--- src/rtl/core/assert_macros.svh ---
// Assertion helpers shared by the RTL files.
`ifndef ASSERT_MACROS_SVH
`define ASSERT_MACROS_SVH

// The consequent must hold in the same cycle as the antecedent.
`define ASSERT_SAME_CYCLE(label, clk, rst, ante, cons) \
   label: assert property (@(posedge clk) disable iff (rst) (ante) |-> (cons)) \
      else $error("assertion failed: same-cycle implication");

// The consequent must hold in the cycle after the antecedent.
`define ASSERT_NEXT_CYCLE(label, clk, rst, ante, cons) \
   label: assert property (@(posedge clk) disable iff (rst) (ante) |=> (cons)) \
      else $error("assertion failed: next-cycle implication");

`endif

--- src/rtl/core/rtp_pkg.sv ---
package rtp_pkg;

   // Default number of result slots in the output queue.
   localparam int unsigned QueueDepth = 4;

   // Byte positions within the fixed header.
   localparam logic [3:0] SeqStart         = 4'd2;
   localparam logic [3:0] TimeStart        = 4'd4;
   localparam logic [3:0] SsrcStart        = 4'd8;
   localparam logic [3:0] FixedHeaderLast  = 4'd11;
   localparam logic [3:0] WordLast         = 4'd3;
   localparam logic [1:0] RtpVersion       = 2'd2;

   typedef enum logic [2:0] {
      KIND_HEADER   = 3'd0,
      KIND_CSRC     = 3'd1,
      KIND_EXT_HEAD = 3'd2,
      KIND_EXT_BYTE = 3'd3,
      KIND_PAYLOAD  = 3'd4,
      KIND_END      = 3'd5
   } kind_type;

   typedef enum logic [1:0] {
      STATUS_OK          = 2'd0,
      STATUS_SHORT       = 2'd1,
      STATUS_BAD_VERSION = 2'd2
   } status_type;

   typedef enum logic [5:0] {
      PH_FIXED    = 6'b000001,
      PH_CSRC     = 6'b000010,
      PH_EXT_HEAD = 6'b000100,
      PH_EXT_DATA = 6'b001000,
      PH_PAYLOAD  = 6'b010000,
      PH_ERROR    = 6'b100000
   } phase_type;

   typedef struct packed {
      kind_type   kind;
      logic       padding_bit;
      logic       extension_bit;
      logic       marker_bit;
      logic [6:0] media_type;
      logic [3:0] contrib_count;
      logic [31:0] time_stamp;
      logic [31:0] source_id;
      logic [31:0] word_value;
      logic [7:0] out_byte;
      status_type status;
      logic       last_of_run;
   } result_type;

endpackage

--- src/rtl/core/rtp_req_if.sv ---
// Byte stream into the parser.
interface rtp_req_if;
   logic       valid;
   logic       ready;
   logic [7:0] data_byte;
   logic       last_byte;

   modport source (output valid, output data_byte, output last_byte, input ready);
   modport sink (input valid, input data_byte, input last_byte, output ready);
endinterface

--- src/rtl/core/rtp_rsp_if.sv ---
// Parsed results out of the parser.
interface rtp_rsp_if;
   logic        valid;
   logic        ready;
   logic [2:0]  kind;
   logic        padding_bit;
   logic        extension_bit;
   logic        marker_bit;
   logic [6:0]  media_type;
   logic [3:0]  contrib_count;
   logic [31:0] time_stamp;
   logic [31:0] source_id;
   logic [31:0] word_value;
   logic [7:0]  out_byte;
   logic [1:0]  status;
   logic        last_of_run;

   modport source (
      output valid, output kind, output padding_bit, output extension_bit,
      output marker_bit, output media_type, output contrib_count, output time_stamp,
      output source_id, output word_value, output out_byte, output status,
      output last_of_run, input ready
   );
   modport sink (
      input valid, input kind, input padding_bit, input extension_bit,
      input marker_bit, input media_type, input contrib_count, input time_stamp,
      input source_id, input word_value, input out_byte, input status,
      input last_of_run, output ready
   );
endinterface

--- src/rtl/core/rtp_header_parser.sv ---
// RTP header parser. Packet bytes enter on req_chan one item per clock while
// ready is high, in wire order, with last_byte on the final byte. Each byte is
// parsed in the cycle it is accepted and its results (none, one or two) are
// written to an output queue of QUEUE_DEPTH entries; rsp_chan shows its oldest
// result. The parser sustains one byte per cycle while rsp_chan takes a result
// every cycle; ready falls only when fewer than two queue slots are free, and
// the final byte of a packet that also carries a data result writes two entries,
// which the queue absorbs. Results emitted before an end status of too short or
// bad version belong to a failed packet and must be dropped by the consumer.
// Padding is reported in the header result but not stripped.
`include "assert_macros.svh"

module rtp_header_parser
   import rtp_pkg::*;
#(
   parameter int unsigned QUEUE_DEPTH = QueueDepth
) (
   input  logic         clock,
   input  logic         reset,
   rtp_req_if.sink      req_chan,
   rtp_rsp_if.source    rsp_chan
);

   localparam int unsigned PtrWidth   = (QUEUE_DEPTH > 1) ? $clog2(QUEUE_DEPTH) : 1;
   localparam int unsigned CountWidth = $clog2(QUEUE_DEPTH + 1);
   localparam logic [PtrWidth-1:0]   PtrLast   = PtrWidth'(QUEUE_DEPTH - 1);
   localparam logic [CountWidth-1:0] ReadyMax  = CountWidth'(QUEUE_DEPTH - 2);

   // Parser state.
   phase_type   phase_ff, phase_in;
   logic [3:0]  byte_index_ff, byte_index_in;
   logic [31:0] word_gather_ff, word_gather_in;
   logic [15:0] first_two_ff, first_two_in;
   logic [15:0] seq_hold_ff, seq_hold_in;
   logic [31:0] time_hold_ff, time_hold_in;
   logic [3:0]  csrc_left_ff, csrc_left_in;
   logic [17:0] ext_left_ff, ext_left_in;

   // Output queue.
   result_type              queue_ff [QUEUE_DEPTH];
   logic [PtrWidth-1:0]     wr_ptr_ff, wr_ptr_in;
   logic [PtrWidth-1:0]     rd_ptr_ff, rd_ptr_in;
   logic [CountWidth-1:0]   count_ff, count_in;

   logic        req_fire;
   logic        rsp_fire;
   logic [7:0]  in_byte;
   logic        in_last;
   logic [31:0] full_word;
   logic        data_valid;
   logic        end_valid;
   logic        at_header_start;
   result_type  data_res;
   result_type  end_res;
   result_type  head_res;
   phase_type   after_csrc;

   function automatic logic [PtrWidth-1:0] ptr_step(input logic [PtrWidth-1:0] ptr);
      ptr_step = (ptr == PtrLast) ? '0 : ptr + 1'b1;
   endfunction

   assign req_fire  = req_chan.valid && req_chan.ready;
   assign rsp_fire  = rsp_chan.valid && rsp_chan.ready;
   assign in_byte   = req_chan.data_byte;
   assign in_last   = req_chan.last_byte;
   assign full_word = {word_gather_ff[23:0], in_byte};
   assign after_csrc = first_two_ff[12] ? PH_EXT_HEAD : PH_PAYLOAD;
   assign at_header_start = (phase_ff == PH_FIXED) && (byte_index_ff == '0);

   // Parse the accepted byte and form up to two results.
   always_comb begin
      phase_in       = phase_ff;
      byte_index_in  = byte_index_ff;
      word_gather_in = word_gather_ff;
      first_two_in   = first_two_ff;
      seq_hold_in    = seq_hold_ff;
      time_hold_in   = time_hold_ff;
      csrc_left_in   = csrc_left_ff;
      ext_left_in    = ext_left_ff;
      data_valid     = 1'b0;
      end_valid      = 1'b0;
      data_res       = '0;
      end_res        = '0;

      if (req_fire) begin
         case (phase_ff)
            PH_FIXED: begin
               if (byte_index_ff < SeqStart) begin
                  first_two_in = {first_two_ff[7:0], in_byte};
               end else if (byte_index_ff < TimeStart) begin
                  seq_hold_in = {seq_hold_ff[7:0], in_byte};
               end else if (byte_index_ff < SsrcStart) begin
                  time_hold_in = {time_hold_ff[23:0], in_byte};
               end else begin
                  word_gather_in = full_word;
               end
               if (byte_index_ff == FixedHeaderLast) begin
                  byte_index_in = '0;
                  if (first_two_ff[15:14] != RtpVersion) begin
                     phase_in = PH_ERROR;
                  end else begin
                     data_valid             = 1'b1;
                     data_res.kind          = KIND_HEADER;
                     data_res.padding_bit   = first_two_ff[13];
                     data_res.extension_bit = first_two_ff[12];
                     data_res.marker_bit    = first_two_ff[7];
                     data_res.media_type    = first_two_ff[6:0];
                     data_res.contrib_count = first_two_ff[11:8];
                     data_res.time_stamp    = time_hold_ff;
                     data_res.source_id     = full_word;
                     data_res.word_value    = {16'd0, seq_hold_ff};
                     csrc_left_in           = first_two_ff[11:8];
                     word_gather_in         = '0;
                     phase_in = (first_two_ff[11:8] != 4'd0) ? PH_CSRC : after_csrc;
                  end
               end else begin
                  byte_index_in = byte_index_ff + 4'd1;
               end
            end
            PH_CSRC: begin
               word_gather_in = full_word;
               if (byte_index_ff == WordLast) begin
                  byte_index_in       = '0;
                  data_valid          = 1'b1;
                  data_res.kind       = KIND_CSRC;
                  data_res.word_value = full_word;
                  word_gather_in      = '0;
                  csrc_left_in        = csrc_left_ff - 4'd1;
                  if (csrc_left_ff == 4'd1) begin
                     phase_in = after_csrc;
                  end
               end else begin
                  byte_index_in = byte_index_ff + 4'd1;
               end
            end
            PH_EXT_HEAD: begin
               word_gather_in = full_word;
               if (byte_index_ff == WordLast) begin
                  byte_index_in       = '0;
                  data_valid          = 1'b1;
                  data_res.kind       = KIND_EXT_HEAD;
                  data_res.word_value = full_word;
                  word_gather_in      = '0;
                  ext_left_in         = {full_word[15:0], 2'b00};
                  phase_in = (full_word[15:0] != 16'd0) ? PH_EXT_DATA : PH_PAYLOAD;
               end else begin
                  byte_index_in = byte_index_ff + 4'd1;
               end
            end
            PH_EXT_DATA: begin
               data_valid        = 1'b1;
               data_res.kind     = KIND_EXT_BYTE;
               data_res.out_byte = in_byte;
               ext_left_in       = ext_left_ff - 18'd1;
               if (ext_left_ff == 18'd1) begin
                  phase_in = PH_PAYLOAD;
               end
            end
            PH_PAYLOAD: begin
               data_valid        = 1'b1;
               data_res.kind     = KIND_PAYLOAD;
               data_res.out_byte = in_byte;
            end
            default: begin
               // Error drain: bytes are swallowed until the end of the packet.
            end
         endcase

         // End of packet: report status and return to the start of a header.
         if (in_last) begin
            end_valid           = 1'b1;
            end_res.kind        = KIND_END;
            end_res.last_of_run = 1'b1;
            if (phase_in == PH_ERROR) begin
               end_res.status = STATUS_BAD_VERSION;
            end else if (phase_in == PH_PAYLOAD) begin
               end_res.status = STATUS_OK;
            end else begin
               end_res.status = STATUS_SHORT;
            end
            phase_in      = PH_FIXED;
            byte_index_in = '0;
            csrc_left_in  = '0;
            ext_left_in   = '0;
         end
         data_res.last_of_run = !in_last;
      end
   end

   // Queue pointer and occupancy update.
   always_comb begin
      wr_ptr_in = wr_ptr_ff;
      if (data_valid && end_valid) begin
         wr_ptr_in = ptr_step(ptr_step(wr_ptr_ff));
      end else if (data_valid || end_valid) begin
         wr_ptr_in = ptr_step(wr_ptr_ff);
      end
      rd_ptr_in = rsp_fire ? ptr_step(rd_ptr_ff) : rd_ptr_ff;
      count_in  = count_ff + CountWidth'(data_valid) + CountWidth'(end_valid)
                  - CountWidth'(rsp_fire);
   end

   // Control registers.
   always_ff @(posedge clock) begin
      if (reset) begin
         phase_ff      <= PH_FIXED;
         byte_index_ff <= '0;
         csrc_left_ff  <= '0;
         ext_left_ff   <= '0;
         wr_ptr_ff     <= '0;
         rd_ptr_ff     <= '0;
         count_ff      <= '0;
      end else begin
         phase_ff      <= phase_in;
         byte_index_ff <= byte_index_in;
         csrc_left_ff  <= csrc_left_in;
         ext_left_ff   <= ext_left_in;
         wr_ptr_ff     <= wr_ptr_in;
         rd_ptr_ff     <= rd_ptr_in;
         count_ff      <= count_in;
      end
   end

   // Header gather registers.
   always_ff @(posedge clock) begin
      word_gather_ff <= word_gather_in;
      first_two_ff   <= first_two_in;
      seq_hold_ff    <= seq_hold_in;
      time_hold_ff   <= time_hold_in;
   end

   // Queue storage: the data result goes first, the end status after it.
   always_ff @(posedge clock) begin
      if (data_valid) begin
         queue_ff[wr_ptr_ff] <= data_res;
      end else if (end_valid) begin
         queue_ff[wr_ptr_ff] <= end_res;
      end
      if (data_valid && end_valid) begin
         queue_ff[ptr_step(wr_ptr_ff)] <= end_res;
      end
   end

   // Result channel.
   assign head_res               = queue_ff[rd_ptr_ff];
   assign req_chan.ready         = (count_ff <= ReadyMax);
   assign rsp_chan.valid         = (count_ff != '0);
   assign rsp_chan.kind          = head_res.kind;
   assign rsp_chan.padding_bit   = head_res.padding_bit;
   assign rsp_chan.extension_bit = head_res.extension_bit;
   assign rsp_chan.marker_bit    = head_res.marker_bit;
   assign rsp_chan.media_type    = head_res.media_type;
   assign rsp_chan.contrib_count = head_res.contrib_count;
   assign rsp_chan.time_stamp    = head_res.time_stamp;
   assign rsp_chan.source_id     = head_res.source_id;
   assign rsp_chan.word_value    = head_res.word_value;
   assign rsp_chan.out_byte      = head_res.out_byte;
   assign rsp_chan.status        = head_res.status;
   assign rsp_chan.last_of_run   = head_res.last_of_run;

   // Checks on the parser and queue.
   `ASSERT_SAME_CYCLE(a_queue_bound, clock, reset, 1'b1, count_ff <= CountWidth'(QUEUE_DEPTH))
   `ASSERT_NEXT_CYCLE(a_packet_restart, clock, reset, req_fire && in_last, at_header_start)
   `ASSERT_SAME_CYCLE(a_header_index, clock, reset, phase_ff == PH_FIXED, byte_index_ff <= FixedHeaderLast)
   `ASSERT_SAME_CYCLE(a_csrc_pending, clock, reset, phase_ff == PH_CSRC, csrc_left_ff != 4'd0)

endmodule

--- src/flat_wrapper.sv ---
// flat-port wrapper written by rule: the top's interface ports become plain ports
module rtp_header_parser_flat import rtp_pkg::*;
#(
   parameter int unsigned QUEUE_DEPTH = QueueDepth
)
  (clock, reset, req_chan_valid, req_chan_data_byte, req_chan_last_byte, req_chan_ready, rsp_chan_valid, rsp_chan_kind, rsp_chan_padding_bit, rsp_chan_extension_bit, rsp_chan_marker_bit, rsp_chan_media_type, rsp_chan_contrib_count, rsp_chan_time_stamp, rsp_chan_source_id, rsp_chan_word_value, rsp_chan_out_byte, rsp_chan_status, rsp_chan_last_of_run, rsp_chan_ready);
  rtp_req_if req_chan_i ();
  rtp_rsp_if rsp_chan_i ();
  input  logic clock;
  input  logic reset;
  input wire logic [$bits(req_chan_i.valid)-1:0] req_chan_valid;
  input wire logic [$bits(req_chan_i.data_byte)-1:0] req_chan_data_byte;
  input wire logic [$bits(req_chan_i.last_byte)-1:0] req_chan_last_byte;
  output wire logic [$bits(req_chan_i.ready)-1:0] req_chan_ready;
  output wire logic [$bits(rsp_chan_i.valid)-1:0] rsp_chan_valid;
  output wire logic [$bits(rsp_chan_i.kind)-1:0] rsp_chan_kind;
  output wire logic [$bits(rsp_chan_i.padding_bit)-1:0] rsp_chan_padding_bit;
  output wire logic [$bits(rsp_chan_i.extension_bit)-1:0] rsp_chan_extension_bit;
  output wire logic [$bits(rsp_chan_i.marker_bit)-1:0] rsp_chan_marker_bit;
  output wire logic [$bits(rsp_chan_i.media_type)-1:0] rsp_chan_media_type;
  output wire logic [$bits(rsp_chan_i.contrib_count)-1:0] rsp_chan_contrib_count;
  output wire logic [$bits(rsp_chan_i.time_stamp)-1:0] rsp_chan_time_stamp;
  output wire logic [$bits(rsp_chan_i.source_id)-1:0] rsp_chan_source_id;
  output wire logic [$bits(rsp_chan_i.word_value)-1:0] rsp_chan_word_value;
  output wire logic [$bits(rsp_chan_i.out_byte)-1:0] rsp_chan_out_byte;
  output wire logic [$bits(rsp_chan_i.status)-1:0] rsp_chan_status;
  output wire logic [$bits(rsp_chan_i.last_of_run)-1:0] rsp_chan_last_of_run;
  input wire logic [$bits(rsp_chan_i.ready)-1:0] rsp_chan_ready;
  assign req_chan_i.valid = req_chan_valid;
  assign req_chan_i.data_byte = req_chan_data_byte;
  assign req_chan_i.last_byte = req_chan_last_byte;
  assign req_chan_ready = req_chan_i.ready;
  assign rsp_chan_valid = rsp_chan_i.valid;
  assign rsp_chan_kind = rsp_chan_i.kind;
  assign rsp_chan_padding_bit = rsp_chan_i.padding_bit;
  assign rsp_chan_extension_bit = rsp_chan_i.extension_bit;
  assign rsp_chan_marker_bit = rsp_chan_i.marker_bit;
  assign rsp_chan_media_type = rsp_chan_i.media_type;
  assign rsp_chan_contrib_count = rsp_chan_i.contrib_count;
  assign rsp_chan_time_stamp = rsp_chan_i.time_stamp;
  assign rsp_chan_source_id = rsp_chan_i.source_id;
  assign rsp_chan_word_value = rsp_chan_i.word_value;
  assign rsp_chan_out_byte = rsp_chan_i.out_byte;
  assign rsp_chan_status = rsp_chan_i.status;
  assign rsp_chan_last_of_run = rsp_chan_i.last_of_run;
  assign rsp_chan_i.ready = rsp_chan_ready;
  rtp_header_parser #(.QUEUE_DEPTH(QUEUE_DEPTH)) u_core (.clock(clock), .reset(reset), .req_chan(req_chan_i), .rsp_chan(rsp_chan_i));
endmodule
--- config.mk ---
export PLATFORM = sky130hd
export DESIGN_NAME = rtp_header_parser_flat
export DESIGN_NICKNAME = d
export VERILOG_FILES = /design/src/rtl/core/rtp_pkg.sv /design/src/rtl/core/rtp_req_if.sv /design/src/rtl/core/rtp_rsp_if.sv /design/src/rtl/core/rtp_header_parser.sv /design/src/flat_wrapper.sv
export VERILOG_INCLUDE_DIRS = /design/src /design/src/rtl/core
export SDC_FILE = /design/constraint.sdc
export NUM_CORES = 1
export LEC_CHECK = 0
export CORE_AREA = 10 10 300 302
export DETAILED_ROUTE_END_ITERATION = 8
export DIE_AREA = 0 0 310 312
export DONT_BUFFER_PORTS = 1
export PLACE_DENSITY = 0.51
export SLEW_MARGIN = 25
export SYNTH_ARGS = -nofsm -noshare
export SYNTH_HDL_FRONTEND = slang
export SYNTH_SLANG_ARGS = --single-unit
--- constraint.sdc ---
create_clock -name clock -period 9.3 [get_ports clock]
set_input_delay 1.86 -clock clock [delete_from_list [all_inputs] [get_ports clock]]
set_output_delay 1.86 -clock clock [all_outputs]
set_load 0.01 [all_outputs]
==> After elaboration in Yosys (flattened, before gate mapping) <==
Memories as Yosys holds them, arrays and structs flattened. A register that Yosys moved wholly into a read port is not among the register bits.
Cells that the tools add are included.
{ "totals": {"latchBits": 0, "mem_count": 1, "input_bits": 13, "reg_bits": 135, "ram_bits": 496, "rom_bits": 0} }
{ "memory_table": {"columns": ["memory", "words", "word_bits", "read_ports", "rd_clocked_by_memory_dff", "wr", "line_no", "rtl"], "rows": [
  ["u_core.queue_ff", 4, 124, 1, 1, 2, "rtp_header_parser.sv:40", "result_type queue_ff [QUEUE_DEPTH];"]
]} }
{ "classes": {"div_mod_pow": 0, "reduce_logical": 22, "n_mux": 70, "n_addsub": 9, "order_cmp": 4, "shifts": 0, "n_mul": 0, "n_eq_ne": 19, "n_bitwise": 3} }
{ "op_table": {"columns": ["operator", "n"], "rows": [
  ["32-bit two-way mux", 7],
  ["32-bit one-hot mux with 2 select lines", 2],
  ["124-bit two-way mux", 1],
  ["121-bit two-way mux", 1],
  ["113-bit two-way mux", 1],
  ["110-bit two-way mux", 1],
  ["78-bit two-way mux", 1],
  ["6-bit two-way mux", 9],
  ["18-bit two-way mux", 2],
  ["18-bit one-hot mux with 2 select lines", 1],
  ["4-bit two-way mux", 7],
  ["6-bit one-hot mux with 4 select lines", 1],
  ["18-bit by 1-bit == test with 1-bit output, second input constant", 1],
  ["2-bit two-way mux", 9],
  ["18-bit by 1-bit subtractor with 18-bit output, second input constant", 1],
  ["1-bit two-way mux", 16],
  ["4-bit one-hot mux with 2 select lines", 2],
  ["16-bit nonzero test", 1],
  ["3-bit one-hot mux with 5 select lines", 1],
  ["6-bit by 5-bit == test with 1-bit output, second input constant", 2],
  ["3-bit two-way mux", 4],
  ["3-bit nonzero test", 4],
  ["5-bit two-way mux", 2],
  ["5-bit AND reduction", 2],
  ["other kinds (34)", 48]
]} }

==> Logic depth before layout (Yosys ltp) <==
Gate-level depths: netlist of run 1.
{ "depth": {"word_depth": 12, "depth_mapped": 13} }

==> Least setup slack after synthesis of run 1 <==
Ideal clock, no wire load.
{ "synth_path": {"path_type": "input -> register", "startpoint": "in req_chan_valid", "endpoint": "reg u_core.time_hold_ff[0] (enable)", "setup_slack_ns": 4.947, "path_stages": 4, "t_required_ns": 8.879, "arrival_ns": 3.931, "path_cell_list": "o21ai_1 > clkbuf_1 > or3_1 > nor2_1"} }
{ "synth_via": {"elab_chain_len": 2} }
{ "synth_rtl": {"columns": ["item", "line_no", "rtl"], "rows": [
  ["from (decl)", "flat_wrapper.sv:11", "input wire logic [$bits(req_chan_i.valid)-1:0] req_chan_valid;"],
  ["1-bit logical AND", "rtp_header_parser.sv:62", "assign req_fire = req_chan.valid && req_chan.ready;"],
  ["5-bit AND reduction (no source line)", null, null],
  ["to (signal assigned)", "rtp_header_parser.sv:229", "time_hold_ff <= time_hold_in;"],
  ["to (decl)", "rtp_header_parser.sv:35", "logic [31:0] time_hold_ff, time_hold_in;"]
]} }
No other way between the ends.
A chain may end at the register's enable or synchronous reset.

==> flow_summary.yaml, run 1 <==
run_status:
  run_status: "complete, no violations"
power:
  leak_pwr_uw: 0.00923
  pwr_density_cell_mw_per_mm2: 231
  vdd_ir_drop_max_uv: 112
  pwr_total_uw: 6490
synthesis:
  synth_area_leader_cell: "dfxtp_1"
  yosys.cell_types.count: 68
  synth_commonest_cells: "dfxtp_1, a32o_1, clkbuf_1"
  synth_area_per_cell_um2: 12.8
  post_synth_instance_area_mm2: 0.0250
  synth_top_cells_by_area: "dfxtp_1, edfxtp_1, a32o_1"
  yosys_register_bits: 625
  ys.warnings.count: 0
  synth_cells: 1958
  synth_flop_cell: "dfxtp_1"
  synth_sequential_area_ratio_pct: 54.3
  synth.most_common_cell: "dfxtp_1"
  synth_enable_flop_cells: 108
  synthesis.nets: 1986
  netlist.area_leader.share_pct: 41.4
  asyncSetResetFlopFracSynth_pct: 0
setup_path:
  worst_ep_arrival_time_ns: 5.44
  reg2reg_slack_ns: 4.40
  critPathKind: "reg2reg"
  timing.critical_path.from_type: "flop"
  end_kind: "flop"
  cp.required_ns: 9.84
  crit_fanout: 51
sta:
  final_report_setup_violation_count: 0
  totalNegativeSetupSlack_ns: 0
  tcrit_tclk_final_pct: 52.7
  finalHoldViolations: 0
  fin_skew_ns: 0.0257
  worst-slew-pin-transition_ns: 1.09
  rsz0062_at_grt: "no"
  period_minus_slack_ns: 4.90
  slew_headroom_pct: 27.2
  maxSlewViolCount: 0
  clock.fmax_mhz: 204
  fin_hold_ws_ns: 0.448
placement:
  dpl.hpwl_mm: 45.6
  gp_congestion: 0.807
  postPlaceCellArea_mm2: 0.0257
  place.port_buffers: 0
drt:
  remaining_drc_errors: 0
  finalWirelength_mm: 76.4
  drt-initial-drc-count: 1473
  num_vias: 17500
  drtPass1Iterations: 6
  avgRoutedWirePerCell_um: 25.6
  drt-vias-per-instance: 5.88
  ant_nets: 0
clocking:
  cts_num_sinks: 625
  clock_insertion_delay_worst_skew_ns: 0.62
  cts_tree: "done"
  ctsLongestPathBuffers: 3
  htree_levels: 3
  cts_made_buffers: 69
  postCtsResizedCells: 0
  post_cts_buffers: 0
  cts_hold_bufs: 0
  clkSlewWorstSetupHoldPaths_ns: 0.07
  cts_root_buffer: "clkbuf_16"
finish:
  nets: 1864
  final_cell_area_mm2: 0.0281
  layout.area.seq_mm2: 0.0136
  fillcell_total: 8199
  area_growth_pct: 12.3
  multi_input_area_mm2: 0.0104
  post_route_cells_drive_above_1_share_pct: 15.7
global_route:
  grt_pass1_wl_mm: 114
  maximum_number_of_pins_on_one_net_before_global_route_repair: 113
  grt-ovfl-total: 0
  grt_util_all_layers_pct: 15.2
  number_of_antenna_violations_at_the_first_check_in_global_routing: 0
  first_global_vias: 17400
worst_hold_path:
  class_of_the_tightest_hold_or_removal_check: "reg2reg"
floorplan:
  die_h_um: 312
  io_pins: 139
  floorplan.core_area_mm2: 0.0843
  start_util_pct: 29.7
  fp-row-count: 107
  die_w_um: 310
  design.die.area_mm2: 0.0967
flow_run:
  maxCapViolCount: 0
-- per-layer routing --
metal | track usage (%) | wire (µm) | share of wire, %
met4 | 4.93 | 1850 | 2.4
met5 | 0 | 0 | 0
met1 | 19.0 | 31500 | 41
met3 | 3.84 | 5650 | 7.4
met2 | 25.3 | 37400 | 49
-- logic make-up (layout without fill, tap and decap cells) --
kind of cell / Yosys count / after routing / share of synthesized area [%]
multiplexers: 148 / 148 / 12.1
buffers and inverters: 251 / 183 / 4.57
flip-flops: 625 / 625 / 54.3
AND/OR/NAND/NOR: 268 / 268 / 5.18
XOR/XNOR: 13 / 13 / 0.455
adder cells (fa/ha/maj): 15 / 15 / 0.810
AO/OA/AOI/OAI: 638 / 638 / 22.5
other: 0 / 1 / 0
-- worst paths after layout --
kind | to | depth (start not counted) | start
max | u_core.queue_ff[3][81] | 8 | u_core.byte_index_ff[1]
min | u_core.seq_hold_ff[13] | 0 | u_core.seq_hold_ff[5]
max reg2reg | u_core.queue_ff[3][81] | 8 | u_core.byte_index_ff[1]
min reg2reg | u_core.seq_hold_ff[13] | 0 | u_core.seq_hold_ff[5]
-- metrics by stage --
stage,cells,utilization [%],setup WS (ns)
after floorplan,1958,-,4.95
after global placement,2852,30.5,4.46
after detailed placement,2853,30.5,4.40
after CTS,2978,33.2,4.35
after global routing,2980,33.3,4.11
final,2981,33.3,4.40
-- flip-flops by register name, indices dropped and copies added, names as in the netlist, 3 cells and up, named ones only --
| register | cells |
|---|---|
| u_core.count_ff | 3 |
| u_core.word_gather_ff | 24 |
| u_core.first_two_ff | 16 |
| u_core.queue_ff | 496 |
| u_core.csrc_left_ff | 4 |
| u_core.byte_index_ff | 4 |
| u_core.phase_ff | 6 |
| u_core.ext_left_ff | 18 |
| u_core.time_hold_ff | 32 |
| u_core.seq_hold_ff | 16 |
-- where the power goes --
group          switching [µW]  internal, µW
Sequential                167          2850
Clock                    1150          1620
Combinational             473           233
Total                    1790          4700
-- critical path, stage by stage, from the launching register on --
cell and delay, ns:
dfxtp_1 0.41, ha_1 0.31, or3b_2 0.57, nor3_4 0.59, or3_1 0.77, o211a_1 0.61
and2_4 0.53, buf_4 0.68, a32o_1 0.27
-- final cells by class --
class / instances / area share [%]
flip-flops and latches: 625 / 48.4
repair buffers: 32 / 1.18
diodes: 1 / 0.00891
clock inverters: 24 / 1.06
multi-input cells: 1082 / 37.0
well taps: 1090 / 4.86
clock buffers: 101 / 7.11
inverters: 26 / 0.347
-- layout by cell type, fill, tap and decap left out, types with 4 or more instances in the layout --
| master | count |
|---|---|
| a211oi_1 | 10 |
| a21oi_1 | 51 |
| a21oi_4 | 4 |
| a22o_1 | 52 |
| a2bb2oi_1 | 4 |
| a31oi_1 | 4 |
| a32o_1 | 309 |
| and3_1 | 11 |
| buf_4 | 25 |
| bufinv_16 | 4 |
| clkbuf_1 | 18 |
| clkbuf_16 | 70 |
| clkbuf_8 | 13 |
| clkinv_2 | 9 |
| dfxtp_1 | 515 |
| edfxtp_1 | 108 |
| ha_1 | 13 |
| inv_1 | 26 |
| mux2i_1 | 24 |
| mux4_2 | 124 |
| nand2_1 | 78 |
| nand3_1 | 27 |
| nand4_1 | 6 |
| nor2_1 | 70 |
| nor3_1 | 15 |
| nor4_1 | 12 |
| nor4b_1 | 4 |
| o211ai_1 | 11 |
| o21a_1 | 4 |
| o21ai_0 | 23 |
| o2bb2ai_1 | 128 |
| or2_2 | 4 |
| or3_1 | 8 |
| xnor2_1 | 7 |
| xor2_1 | 6 |
No activity file was read; power rests on OpenSTA's default activity.
==> run 2: changes to the inputs <==
PLACE_DENSITY = 0.53   (was 0.51)
clock period = 4.17 ns   (was 9.3 ns; I/O delays follow)
==> run 2 against run 1 <==
Flip-flop and latch count stayed put. Critical path type unchanged. Critical endpoint is now u_core.count_ff[2]. Clock power is 120% higher. Utilization is 0.22 points higher.
==> flow_summary.yaml, run 2 (synthesis gave the netlist of run 1 again) <==
sta:
  finalHoldViolations: 0
  final_report_setup_violation_count: 0
  least_setup_slack_across_all_paths_after_layout_ns: 0.664
  fin_skew_ns: 0.0264
  clock.fmax_mhz: 285
  slew_headroom_pct: 37.4
  totalNegativeSetupSlack_ns: 0
  maxSlewViolCount: 0
  worst-slew-pin-transition_ns: 0.937
  rsz0062_at_grt: "no"
  tcrit_tclk_final_pct: 84.1
  period_minus_slack_ns: 3.51
setup_path:
  end_kind: "flop"
  reg2reg_slack_ns: 0.66
  cp.required_ns: 4.66
  worst_ep_arrival_time_ns: 4.00
  timing.critical_path.from_type: "flop"
  worstReg2RegStart: "u_core.phase_ff[5]"
  ff2ff_path_depth: 12
  critPathKind: "reg2reg"
  r2r-end: "u_core.count_ff[2]"
  crit_fanout: 10
global_route:
  grt-ovfl-total: 0
  number_of_antenna_violations_at_the_first_check_in_global_routing: 5
  grt_util_all_layers_pct: 15.3
  grt_pass1_wl_mm: 114
  maximum_number_of_pins_on_one_net_before_global_route_repair: 101
  first_global_vias: 17700
floorplan:
  start_util_pct: 29.7
  fp-row-count: 107
  floorplan.core_area_mm2: 0.0843
  die_h_um: 312
  die_w_um: 310
  io_pins: 139
  design.die.area_mm2: 0.0967
drt:
  num_vias: 17700
  drt-vias-per-instance: 5.89
  avgRoutedWirePerCell_um: 25.5
  drtPass1Iterations: 5
  ant_nets: 0
  drt-initial-drc-count: 1516
  finalWirelength_mm: 76.7
  remaining_drc_errors: 0
clocking:
  cts_root_buffer: "clkbuf_16"
  post_cts_buffers: 0
  ctsLongestPathBuffers: 3
  clock_insertion_delay_worst_skew_ns: 0.61
  cts_num_sinks: 625
  cts_tree: "done"
  cts_made_buffers: 69
  postCtsResizedCells: 0
  clkSlewWorstSetupHoldPaths_ns: 0.07
  htree_levels: 3
  cts_hold_bufs: 0
finish:
  nets: 1887
  post_route_cells_drive_above_1_share_pct: 16.6
  most-common-layout-cells: "dfxtp_1, a32o_1, o2bb2ai_1"
  area_growth_pct: 13.1
  layout.cells.most_common: "dfxtp_1"
  largest_reg_flops: 496
  regMostFlops: "u_core.queue_ff"
  biggestRegsByFlops: "u_core.queue_ff (496), u_core.time_hold_ff (32), u_core.word_gather_ff (24)"
  insertedDiodeCount: 0
placement:
  gp_congestion: 0.831
  dpl.hpwl_mm: 46.9
  place.port_buffers: 0
  pre_cts_ws_ns: 0.727
worst_hold_path:
  min_delay_path_depth: 1
  timing.hold.worst_endpoint: "u_core.ext_left_ff[7]"
  launch_instance_of_the_worst_min_delay_path: "reset"
  class_of_the_tightest_hold_or_removal_check: "in2reg"
power:
  leak_pwr_uw: 0.00935
  pwr_density_cell_mw_per_mm2: 509
  vdd_ir_drop_max_uv: 275
run_status:
  run_status: "complete, no violations"
flow_run:
  maxCapViolCount: 0
[run 2: final cells by class]
class	count	area, µm²
multi-input cells	1082	10400
repair buffers	55	601
clock buffers	95	1920
inverters	26	97.6
well taps	1090	1360
clock inverters	31	305
flip-flops and latches	625	13600
fillers	8235	56100
[run 2: routing by layer]
| layer | vias up | global-route usage [%] | wire length (µm) |
|---|---|---|---|
| met2 | 602 | 25.6 | 37500 |
| li1 | 7735 | - | - |
| met4 | 0 | 4.48 | 1520 |
| met1 | 9244 | 19.0 | 31400 |
| met3 | 100 | 4.40 | 6290 |
| met5 | - | 0 | 0 |
[run 2: through the flow]
stage	instances	power, µW	hold WS, ns	utilization, %	cell area (µm²)
6_report	3004	14400	0.306	33.5	28300
4_1_cts	3004	14600	0.268	33.5	28300
3_3_place_gp	2878	8530	0.432	30.9	26000
3_5_place_dp	2878	8540	0.438	30.9	26000
2_1_floorplan	1958	7880	0.427	-	25000
5_1_grt	3004	14900	0.285	33.5	28300
[run 2: critical path, cell delays in order (launching register included)]
cell and delay, ns:
dfxtp_1 0.38, or4_1 0.61, nor2_1 0.43, nor3_1 0.20, nor2_1 0.13, buf_4 0.16
inv_1 0.09, ha_1 0.28, inv_1 0.05, fa_1 0.41, fa_1 0.41, xor2_1 0.17
nor2_1 0.05
[run 2: how the worst max path moves through the flow]
stage | to | cells after the start | from | slack, ns
5_1_grt | u_core.count_ff[2] | 12 | u_core.phase_ff[5] | 0.44
2_1_floorplan | u_core.count_ff[2] | 13 | u_core.byte_index_ff[1] | 0.71
3_5_place_dp | u_core.count_ff[2] | 12 | u_core.phase_ff[5] | 0.73
6_report | u_core.count_ff[2] | 12 | u_core.phase_ff[5] | 0.66
3_3_place_gp | u_core.count_ff[2] | 12 | u_core.phase_ff[5] | 0.77
4_1_cts | u_core.count_ff[2] | 12 | u_core.phase_ff[5] | 0.69
[run 2: power by group]
part,internal (µW),switching (µW),leakage (µW)
sequential,6350,379,0.00518
clock,3500,2500,0.00110
combinational,582,1080,0.00308
